<file path="config.mk">
export PLATFORM = sky130hd
export DESIGN_NAME = quantized_channel_shuffle_top
export DESIGN_NICKNAME = d
export VERILOG_FILES = /design/src/rtl/qcs_pkg.sv /design/src/rtl/qcs_cfg.sv /design/src/rtl/quantized_channel_shuffle_top.sv
export SDC_FILE = /design/constraint.sdc
export NUM_CORES = 2
export LEC_CHECK = 0
export BUFFER_PORTS_ARGS = -buffer_cell sky130_fd_sc_hd__buf_2
export CORE_MARGIN = 5
export CORE_UTILIZATION = 50
export CTS_CLUSTER_DIAMETER = 150
export DETAILED_ROUTE_END_ITERATION = 12
export PLACE_DENSITY = 0.73
export SLEW_MARGIN = 25
export SYNTH_ARGS = -nofsm -noshare
export SYNTH_HDL_FRONTEND = slang
export SYNTH_SLANG_ARGS = --single-unit
export TNS_END_PERCENT = 10
</file>
<file path="constraint.sdc">
create_clock -name clk -period 9.29 [get_ports clk]
set_input_delay 0.929 -clock clk [delete_from_list [all_inputs] [get_ports clk]]
set_output_delay 0.929 -clock clk [all_outputs]
set_load 0.03 [all_outputs]
</file>
<file path="src/rtl/qcs_pkg.sv">
// ----------------------------------------------------------------------------
// Quantized channel shuffle package
// Widths, configuration register codes and the configuration record.
// ----------------------------------------------------------------------------
package qcs_pkg;

	localparam int CH_W       = 12;
	localparam int POS_W      = 16;
	localparam int VAL_W      = 8;
	localparam int FC_W       = 13;
	localparam int BIAS_W     = 9;
	localparam int GAIN_W     = 32;
	localparam int CFG_IDX_W  = 3;
	localparam int CFG_DATA_W = 32;
	localparam int T_W        = 10;
	localparam int MAG_W      = 9;
	localparam int PROD_W     = 2 * GAIN_W;
	localparam int PART_W     = GAIN_W + MAG_W;
	localparam int Q_W        = 11;
	localparam int R_W        = 12;

	localparam logic [Q_W-1:0]    Q_MAX      = Q_W'(1024);
	localparam logic [GAIN_W-1:0] GAIN_ONE   = GAIN_W'(65536);
	localparam logic [PART_W:0]   ROUND_HALF = (PART_W + 1)'(64'h8000_0000);

	typedef enum logic [CFG_IDX_W-1:0] {
		REG_SHUFFLE_TYPE   = 3'd0,
		REG_FIRST_CHANNELS = 3'd1,
		REG_BIAS_FIRST     = 3'd2,
		REG_BIAS_SECOND    = 3'd3,
		REG_NORM_FIRST     = 3'd4,
		REG_NORM_SECOND    = 3'd5,
		REG_OUT_SCALE      = 3'd6,
		REG_OUT_ZERO       = 3'd7
	} cfg_reg_t;

	typedef struct packed {
		logic                     shuffle_type;
		logic [FC_W-1:0]          first_channels;
		logic signed [BIAS_W-1:0] bias_first;
		logic signed [BIAS_W-1:0] bias_second;
		logic [GAIN_W-1:0]        norm_first;
		logic [GAIN_W-1:0]        norm_second;
		logic [GAIN_W-1:0]        out_scale;
		logic [VAL_W-1:0]         out_zero;
	} cfg_t;

endpackage

</file>
<file path="src/rtl/qcs_cfg.sv">
// ----------------------------------------------------------------------------
// Quantized channel shuffle configuration registers
// Decodes writes on the configuration port into the register record.
// ----------------------------------------------------------------------------
module qcs_cfg import qcs_pkg::*; (
	input  logic                  clk,
	input  logic                  arst_n,
	input  logic                  cfg_we,
	input  logic [CFG_IDX_W-1:0]  cfg_index,
	input  logic [CFG_DATA_W-1:0] cfg_data,
	output cfg_t                  cfg
);

	cfg_t cfg_q;

	always_ff @(posedge clk or negedge arst_n) begin
		if (!arst_n) begin
			cfg_q.shuffle_type   <= 1'b0;
			cfg_q.first_channels <= '0;
			cfg_q.bias_first     <= '0;
			cfg_q.bias_second    <= '0;
			cfg_q.norm_first     <= GAIN_ONE;
			cfg_q.norm_second    <= GAIN_ONE;
			cfg_q.out_scale      <= GAIN_ONE;
			cfg_q.out_zero       <= '0;
		end else if (cfg_we) begin
			case (cfg_reg_t'(cfg_index))
				REG_SHUFFLE_TYPE:   cfg_q.shuffle_type   <= cfg_data[0];
				REG_FIRST_CHANNELS: cfg_q.first_channels <= cfg_data[FC_W-1:0];
				REG_BIAS_FIRST:     cfg_q.bias_first     <= cfg_data[BIAS_W-1:0];
				REG_BIAS_SECOND:    cfg_q.bias_second    <= cfg_data[BIAS_W-1:0];
				REG_NORM_FIRST:     cfg_q.norm_first     <= cfg_data[GAIN_W-1:0];
				REG_NORM_SECOND:    cfg_q.norm_second    <= cfg_data[GAIN_W-1:0];
				REG_OUT_SCALE:      cfg_q.out_scale      <= cfg_data[GAIN_W-1:0];
				REG_OUT_ZERO:       cfg_q.out_zero       <= cfg_data[VAL_W-1:0];
				default: begin
				end
			endcase
		end
	end

	assign cfg = cfg_q;

endmodule

</file>
<file path="src/rtl/quantized_channel_shuffle_top.sv">
// ----------------------------------------------------------------------------
// Quantized channel shuffle with requantization
// Four-stage pipeline that maps each element to its destination tensor and
// channel and requantizes its byte through the two gains and the zero point.
// ----------------------------------------------------------------------------
// The block accepts one item per clock and returns each result in order, as
// long as the output side keeps taking items. The stages form a multiplier
// chain: the first stage forms the 64-bit product of the source gain and the
// output scale, the second multiplies that by the magnitude of the biased value,
// the third rounds and clamps, and the fourth adds the result to, or subtracts
// it from, the zero point by the sign and saturates. A stall on the output fills
// the stages behind it and then holds the input side off.
module quantized_channel_shuffle_top import qcs_pkg::*; (
	input  logic                  clk,
	input  logic                  arst_n,
	input  logic                  cfg_we,
	input  logic [CFG_IDX_W-1:0]  cfg_index,
	input  logic [CFG_DATA_W-1:0] cfg_data,
	input  logic                  in_valid,
	output logic                  in_ready,
	input  logic                  source_sel,
	input  logic [CH_W-1:0]       channel,
	input  logic [POS_W-1:0]      position,
	input  logic [VAL_W-1:0]      value,
	output logic                  out_valid,
	input  logic                  out_ready,
	output logic                  dest_sel,
	output logic [CH_W-1:0]       dest_channel,
	output logic [POS_W-1:0]      dest_position,
	output logic [VAL_W-1:0]      result
);

	cfg_t cfg;

	qcs_cfg u_cfg (
		.clk       (clk),
		.arst_n    (arst_n),
		.cfg_we    (cfg_we),
		.cfg_index (cfg_index),
		.cfg_data  (cfg_data),
		.cfg       (cfg)
	);

	logic valid_s1, valid_s2, valid_s3, valid_s4;
	logic en_s1, en_s2, en_s3, en_s4;

	assign en_s4    = !valid_s4 || out_ready;
	assign en_s3    = !valid_s3 || en_s4;
	assign en_s2    = !valid_s2 || en_s3;
	assign en_s1    = !valid_s1 || en_s2;
	assign in_ready = en_s1;

	always_ff @(posedge clk or negedge arst_n) begin
		if (!arst_n) begin
			valid_s1 <= 1'b0;
			valid_s2 <= 1'b0;
			valid_s3 <= 1'b0;
			valid_s4 <= 1'b0;
		end else begin
			if (en_s1) begin
				valid_s1 <= in_valid;
			end
			if (en_s2) begin
				valid_s2 <= valid_s1;
			end
			if (en_s3) begin
				valid_s3 <= valid_s2;
			end
			if (en_s4) begin
				valid_s4 <= valid_s3;
			end
		end
	end

	logic [CH_W-1:0]          half;
	logic [CH_W-1:0]          ch_diff;
	logic                     dsel_c;
	logic [CH_W-1:0]          dch_c;
	logic signed [BIAS_W-1:0] bias_c;
	logic [GAIN_W-1:0]        norm_c;
	logic signed [T_W-1:0]    t_c;
	logic                     neg_c;
	logic [MAG_W-1:0]         mag_c;
	logic [PROD_W-1:0]        gain_c;

	assign half    = cfg.first_channels[FC_W-1:1];
	assign ch_diff = channel - half;

	always_comb begin
		if (!cfg.shuffle_type) begin
			dsel_c = channel[0];
			dch_c  = {1'b0, channel[CH_W-1:1]} + (source_sel ? half : '0);
		end else if (channel < half) begin
			dsel_c = 1'b0;
			dch_c  = {channel[CH_W-2:0], source_sel};
		end else begin
			dsel_c = 1'b1;
			dch_c  = {ch_diff[CH_W-2:0], source_sel};
		end
	end

	assign bias_c = source_sel ? cfg.bias_second : cfg.bias_first;
	assign norm_c = source_sel ? cfg.norm_second : cfg.norm_first;
	assign t_c    = $signed({2'b00, value}) + $signed({bias_c[BIAS_W-1], bias_c});
	assign neg_c  = t_c[T_W-1];
	assign mag_c  = neg_c ? MAG_W'(-t_c) : t_c[MAG_W-1:0];
	assign gain_c = PROD_W'(norm_c) * PROD_W'(cfg.out_scale);

	logic              dsel_s1, dsel_s2, dsel_s3, dsel_s4;
	logic [CH_W-1:0]   dch_s1, dch_s2, dch_s3, dch_s4;
	logic [POS_W-1:0]  pos_s1, pos_s2, pos_s3, pos_s4;
	logic              neg_s1, neg_s2, neg_s3;
	logic [MAG_W-1:0]  mag_s1;
	logic [PROD_W-1:0] gain_s1;
	logic [PART_W-1:0] p_hi_s2, p_lo_s2;
	logic [Q_W-1:0]    q_s3;
	logic [VAL_W-1:0]  res_s4;

	logic [PART_W:0]       lo_rnd_c;
	logic [PART_W:0]       sum_c;
	logic [Q_W-1:0]        q_c;
	logic signed [R_W-1:0] r_c;
	logic [VAL_W-1:0]      res_c;

	assign lo_rnd_c = (PART_W + 1)'(p_lo_s2) + ROUND_HALF;
	assign sum_c    = (PART_W + 1)'(p_hi_s2) + (PART_W + 1)'(lo_rnd_c[PART_W:GAIN_W]);
	assign q_c      = (sum_c > (PART_W + 1)'(Q_MAX)) ? Q_MAX : sum_c[Q_W-1:0];

	always_comb begin
		if (neg_s3) begin
			r_c = $signed(R_W'(cfg.out_zero)) - $signed(R_W'(q_s3));
		end else begin
			r_c = $signed(R_W'(cfg.out_zero)) + $signed(R_W'(q_s3));
		end
		if (r_c < 0) begin
			res_c = '0;
		end else if (r_c > $signed(R_W'(255))) begin
			res_c = '1;
		end else begin
			res_c = r_c[VAL_W-1:0];
		end
	end

	always_ff @(posedge clk) begin
		if (en_s1) begin
			dsel_s1 <= dsel_c;
			dch_s1  <= dch_c;
			pos_s1  <= position;
			neg_s1  <= neg_c;
			mag_s1  <= mag_c;
			gain_s1 <= gain_c;
		end
		if (en_s2) begin
			dsel_s2 <= dsel_s1;
			dch_s2  <= dch_s1;
			pos_s2  <= pos_s1;
			neg_s2  <= neg_s1;
			p_hi_s2 <= PART_W'(mag_s1) * PART_W'(gain_s1[PROD_W-1:GAIN_W]);
			p_lo_s2 <= PART_W'(mag_s1) * PART_W'(gain_s1[GAIN_W-1:0]);
		end
		if (en_s3) begin
			dsel_s3 <= dsel_s2;
			dch_s3  <= dch_s2;
			pos_s3  <= pos_s2;
			neg_s3  <= neg_s2;
			q_s3    <= q_c;
		end
		if (en_s4) begin
			dsel_s4 <= dsel_s3;
			dch_s4  <= dch_s3;
			pos_s4  <= pos_s3;
			res_s4  <= res_c;
		end
	end

	assign out_valid     = valid_s4;
	assign dest_sel      = dsel_s4;
	assign dest_channel  = dch_s4;
	assign dest_position = pos_s4;
	assign result        = res_s4;

endmodule

</file>
# After elaboration in Yosys (flattened, before gate mapping)
# Cells that the tools add are included.
[word_totals]
reg_bits = 433
latch_bits = 0
ramBits = 0
rom_bits = 0
word_cells = 82
memories = 0
[op_classes]
add_sub_neg = 8
multipliers = 3
div_mod_pow = 0
magnitude_cmp = 4
n_eq_ne = 7
shifts = 0
muxes = 10
n_bitwise = 0
reduce_logical = 17
[op_table]
columns = ["op", "count"]
rows = [
  ["$mul 9x32->41", 2],
  ["$mul 32x32->64", 1],
  ["$mux 12", 4],
  ["$add 41x10->42", 1],
  ["$add 41x32->42 const B", 1],
  ["$gt 42x11->1 const B", 1],
  ["$mux 32", 1],
  ["$mux 9", 2],
  ["$reduce_and 2->1", 8],
  ["$add 11x12->12", 1],
  ["$add 8x11->12", 1],
  ["$eq 3x3->1 const B", 4],
  ["$gt 12x9->1 const B", 1],
  ["$lt 12x1->1 const B", 1],
  ["$lt 12x12->1", 1],
  ["$sub 8x11->12", 1],
  ["$sub 11x11->11", 1],
  ["$add 9x9->10", 1],
  ["$neg 9->9", 1],
  ["$mux 8", 1],
  ["$eq 3x2->1 const B", 2],
  ["$logic_not 1->1", 4],
  ["$logic_or 1x1->1", 4],
  ["$eq 3x1->1 const B", 1],
  ["2 further kinds", 3],
]

# Logic depth before layout (Yosys ltp)
[depth]
ltp_word = 5
depth_mapped = 33

# Hierarchy
# A second synthesis with hierarchy kept.
[unflattened]
cells_unflattened = 6834
hier_area_um2 = 67434.7
[by_module_without_submodules]
columns = ["mod", "instances", "cells_each", "area_per_inst_um2"]
rows = [
  ["quantized_channel_shuffle_top", 1, 6538, 62149.6],
  ["qcs_cfg", 1, 296, 5285.1],
]

# Least setup slack after synthesis
# Ideal clock, no wire load.
[synth_timing]
kind = "input to register"
from = "in source_sel"
to = "reg gain_s1[51] (data pin)"
setup_ns = 0.264
t_arrival_ns = 8.731
required_ns = 9.026
slack_ns = 0.296
path_stages = 29
cell_sequence = "clkbuf_1 > buf_1 > mux2_2 > clkbuf_1 > and2_1 > fa_1 > fa_1 > inv_1 > fa_1 > fa_1 > inv_1 > fa_1 > fa_1 > fa_1 > inv_1 > fa_1 > inv_1 > ha_1 > clkbuf_1 > a31o_2 > a211o_1 > a31oi_1 > o21bai_1 > a211oi_1 > o21ai_1 > a21oi_1 > o21ai_1 > a221oi_1 > xnor2_1"
[synth_via]
elab_chain_len = 2
[synth_rtl]
columns = ["item", "line", "rtl"]
rows = [
  ["from (decl)", "quantized_channel_shuffle_top.sv:21", "input logic source_sel,"],
  ["$mux 32", "quantized_channel_shuffle_top.sv:103", "assign norm_c = source_sel ? cfg.norm_second : cfg.norm_first;"],
  ["$mul 32x32->64", "quantized_channel_shuffle_top.sv:107", "assign gain_c = PROD_W'(norm_c) * PROD_W'(cfg.out_scale);"],
  ["net gain_c[51]", "quantized_channel_shuffle_top.sv:84", "logic [PROD_W-1:0] gain_c;"],
  ["to (signal assigned)", "quantized_channel_shuffle_top.sv:151", "gain_s1 <= gain_c;"],
  ["to (decl)", "quantized_channel_shuffle_top.sv:114", "logic [PROD_W-1:0] gain_s1;"],
]
# The timed path passes the listed nets, and every way through them passes these cells.
# A chain may end at the register's enable or synchronous reset.

# Worst setup path after layout
[layout_timing]
from = "in source_sel"
to = "reg gain_s1[60] (data pin)"
# The elaborated chain is that of the path after synthesis.

==> impl_metrics.tcl <==
set metrics [dict create \
    relSlewSlack 0.285 \
    cp_max_fo 20 \
    drc_errors 0 \
    critPathMostFrequentCell "fa_1" \
    drt_iter0_drc 3249 \
    tns_ps 0 \
    cts_buffers 46 \
    num_rows 134 \
    root_buffer "clkbuf_16" \
    overflow 0 \
    nFillCells 11500 \
    vias 47100 \
    min_path_type "primary input to asynchronous set/reset pin" \
    gp_congestion 0.929 \
    slew_viol_final 0 \
    num_io_pins 116 \
    cp.arrival_ps 9080 \
    grt_pass1_wl_mm 280 \
    fp.coreArea_um2 133000 \
    skew_ps 40.8 \
    ys_seq_area_frac 0.169 \
    yosysWarningCount 0 \
    syn_area_per_cell_um2 9.83 \
    htreeDepth 2 \
    via_per_inst 5.46 \
    setup_viol_count_final 0 \
    max_freq_mhz 115 \
    nNetsFinal 8641 \
    drive_gt1_frac 0.0866 \
    synth-seq-cells 401 \
    start_kind "primary input" \
    crit_required_ps 9650 \
    timing.final.crit_share 0.938 \
    cap_violations 0 \
    outcome "completed" \
    die_h_um 376 \
    grt_setup_unrepaired "no" \
    antenna_left 0 \
    worst_skew_pair.late_latency_ps 640 \
    hold_violations 0 \
    period_needed_ps 8720 \
    wl_mm 172 \
    syn-num-nets 8644 \
    yosys.cell_types.count 82 \
    async_flop_share 0.347 \
    clk_pin_slew_ps 60 \
    syn_area_um2 67000 \
    utilization 0.538 \
    antenna_found_initial 7 \
    syn2layout_area_growth_pct 6.98 \
    path_class "primary input to register" \
    dp_hpwl_mm 138 \
    cts_resized 0 \
    critPathCaptureType "register" \
    wl_per_cell_um 19.9 \
    cts_setup_buffers 0 \
    port_buffers 115 \
    drtPass1Iterations 6 \
    grt_pass1_vias 51400 \
    cp_slowest_cell "fa_1" \
    synth_edf_count 262 \
    synthCells 6812 \
    start_util 0.502 \
    cts_hold_buf 0 \
    die_w_um 376 \
    clock_path_buffers 3 \
    grt_usage 0.248 \
    die_area_um2 141000 \
    tightest_slew_ps 1070 \
    cpPeakStageDelay_ps 610 \
    clock_sinks 401 \
    ys.flop_type "edfxtp_1" \
    grt_max_degree 72 \
    cts_tree "built" \
]
[final cells by class]
| type | instances | area (µm²) | area share |
|---|---|---|---|
| multi-input combinational | 4699 | 49200 | 0.687 |
| sequential | 401 | 11400 | 0.159 |
| inverter | 1351 | 5070 | 0.0708 |
| tap | 1768 | 2210 | 0.0309 |
| timing repair buffer | 310 | 2150 | 0.0301 |
| clock buffer | 60 | 1250 | 0.0175 |
| clock inverter | 26 | 378 | 0.00527 |
| antenna | 1 | 2.50 | 0.0000349 |
[kinds of logic after synthesis]
kind of cell,Yosys count,share of synthesized area
XOR/XNOR,163,0.0213
flip-flops,401,0.169
AO/OA/AOI/OAI,499,0.0484
adder cells (fa/ha/maj),1755,0.476
buffers and inverters,1712,0.0961
AND/OR/NAND/NOR,2095,0.158
multiplexers,187,0.0311
[layout by cell type (no fill, tap or decap), types with 114 or more instances in the layout]
master and count:
a21oi_1 145, and2_1 829, buf_2 114, buf_4 187, dfrtp_1 129, edfxtp_1 262, fa_1 1322, ha_1 433
inv_1 1351, mux2_2 168, nand2_1 906, nor2_1 115, xnor2_1 119
[cell usage after synthesis, types with 10 or more instances]
library cell,number,share of area
inv_1,1351,0.076
fa_1,1322,0.40
nand2_1,907,0.051
and2_1,829,0.077
ha_1,433,0.081
clkbuf_1,308,0.017
edfxtp_1,262,0.12
mux2_2,168,0.028
a21oi_1,145,0.011
dfrtp_1,136,0.051
xnor2_1,119,0.016
nor2_1,115,0.0064
o21ai_0,92,0.0069
a21o_1,68,0.0076
buf_1,49,0.0027
xor2_1,44,0.0058
nand3_1,42,0.0031
nand4_1,38,0.0035
nor3_1,35,0.0026
o21a_1,29,0.0033
o21bai_1,26,0.0029
nand2b_1,23,0.0021
nor2b_1,22,0.0021
mux2i_1,19,0.0028
a31oi_1,17,0.0016
a211oi_1,16,0.0018
and3_1,16,0.0015
o31ai_1,13,0.0015
or2_2,10,0.00093
[per-layer routing]
metal | part of all wire | up-vias | GRT usage
met2 | 0.47 | 1776 | 0.408
met5 | 0.00024 | - | 0
met4 | 0.040 | 6 | 0.0873
met3 | 0.078 | 381 | 0.0431
met1 | 0.41 | 24200 | 0.334
li1 | - | 20700 | -
[per-stage QoR]
step	cell area, µm²	setup slack (ps)	cells	hold slack, ps
finish	71600	573	8616	283
global route	71600	219	8616	349
CTS	71600	710	8614	310
detailed placement	70000	51.6	8528	405
global placement	70000	192	8528	400
floorplan	67000	296	6812	400
[worst paths after layout]
| kind | startpoint | endpoint | slack, ps | cells past startpoint |
|---|---|---|---|---|
| worst max-delay path | source_sel | gain_s1[60] | 570 | 31 |
| worst min-delay path | arst_n | u_cfg.cfg[94] | 280 | 1 |
| worst max register to register | u_cfg.cfg[20] | gain_s1[60] | 730 | 26 |
| worst min register to register | dch_s1[2] | dch_s2[2] | 410 | 0 |
| max in group asynchronous | arst_n | u_cfg.cfg[88] | 7740 | 3 |
| min in group clk | dch_s1[2] | dch_s2[2] | 410 | 0 |
[critical path: cells and delay by family]
family | cells | cell delay (ps)
adders and majority gates | 9 | 4380
AOI/OAI and AO/OA | 8 | 1790
buffers and inverters | 10 | 1160
xor gates and xnor gates | 1 | 110
and+or+nand+nor | 2 | 180
muxes | 1 | 480
[registers in the layout, indices dropped and copies added (netlist names), 10 cells and up]
name and count:
u_cfg.cfg 135, gain_s1 64, p_hi_s2 41, dest_position 16, pos_s1 16, pos_s2 16, pos_s3 16, dch_s1 12
dch_s2 12, dch_s3 12, dest_channel 12, q_s3 11, p_lo_s2 10
Power is left out: the tool's default activity adds up to more than one toggle a clock period on the data nets, which glitch-free logic cannot reach.
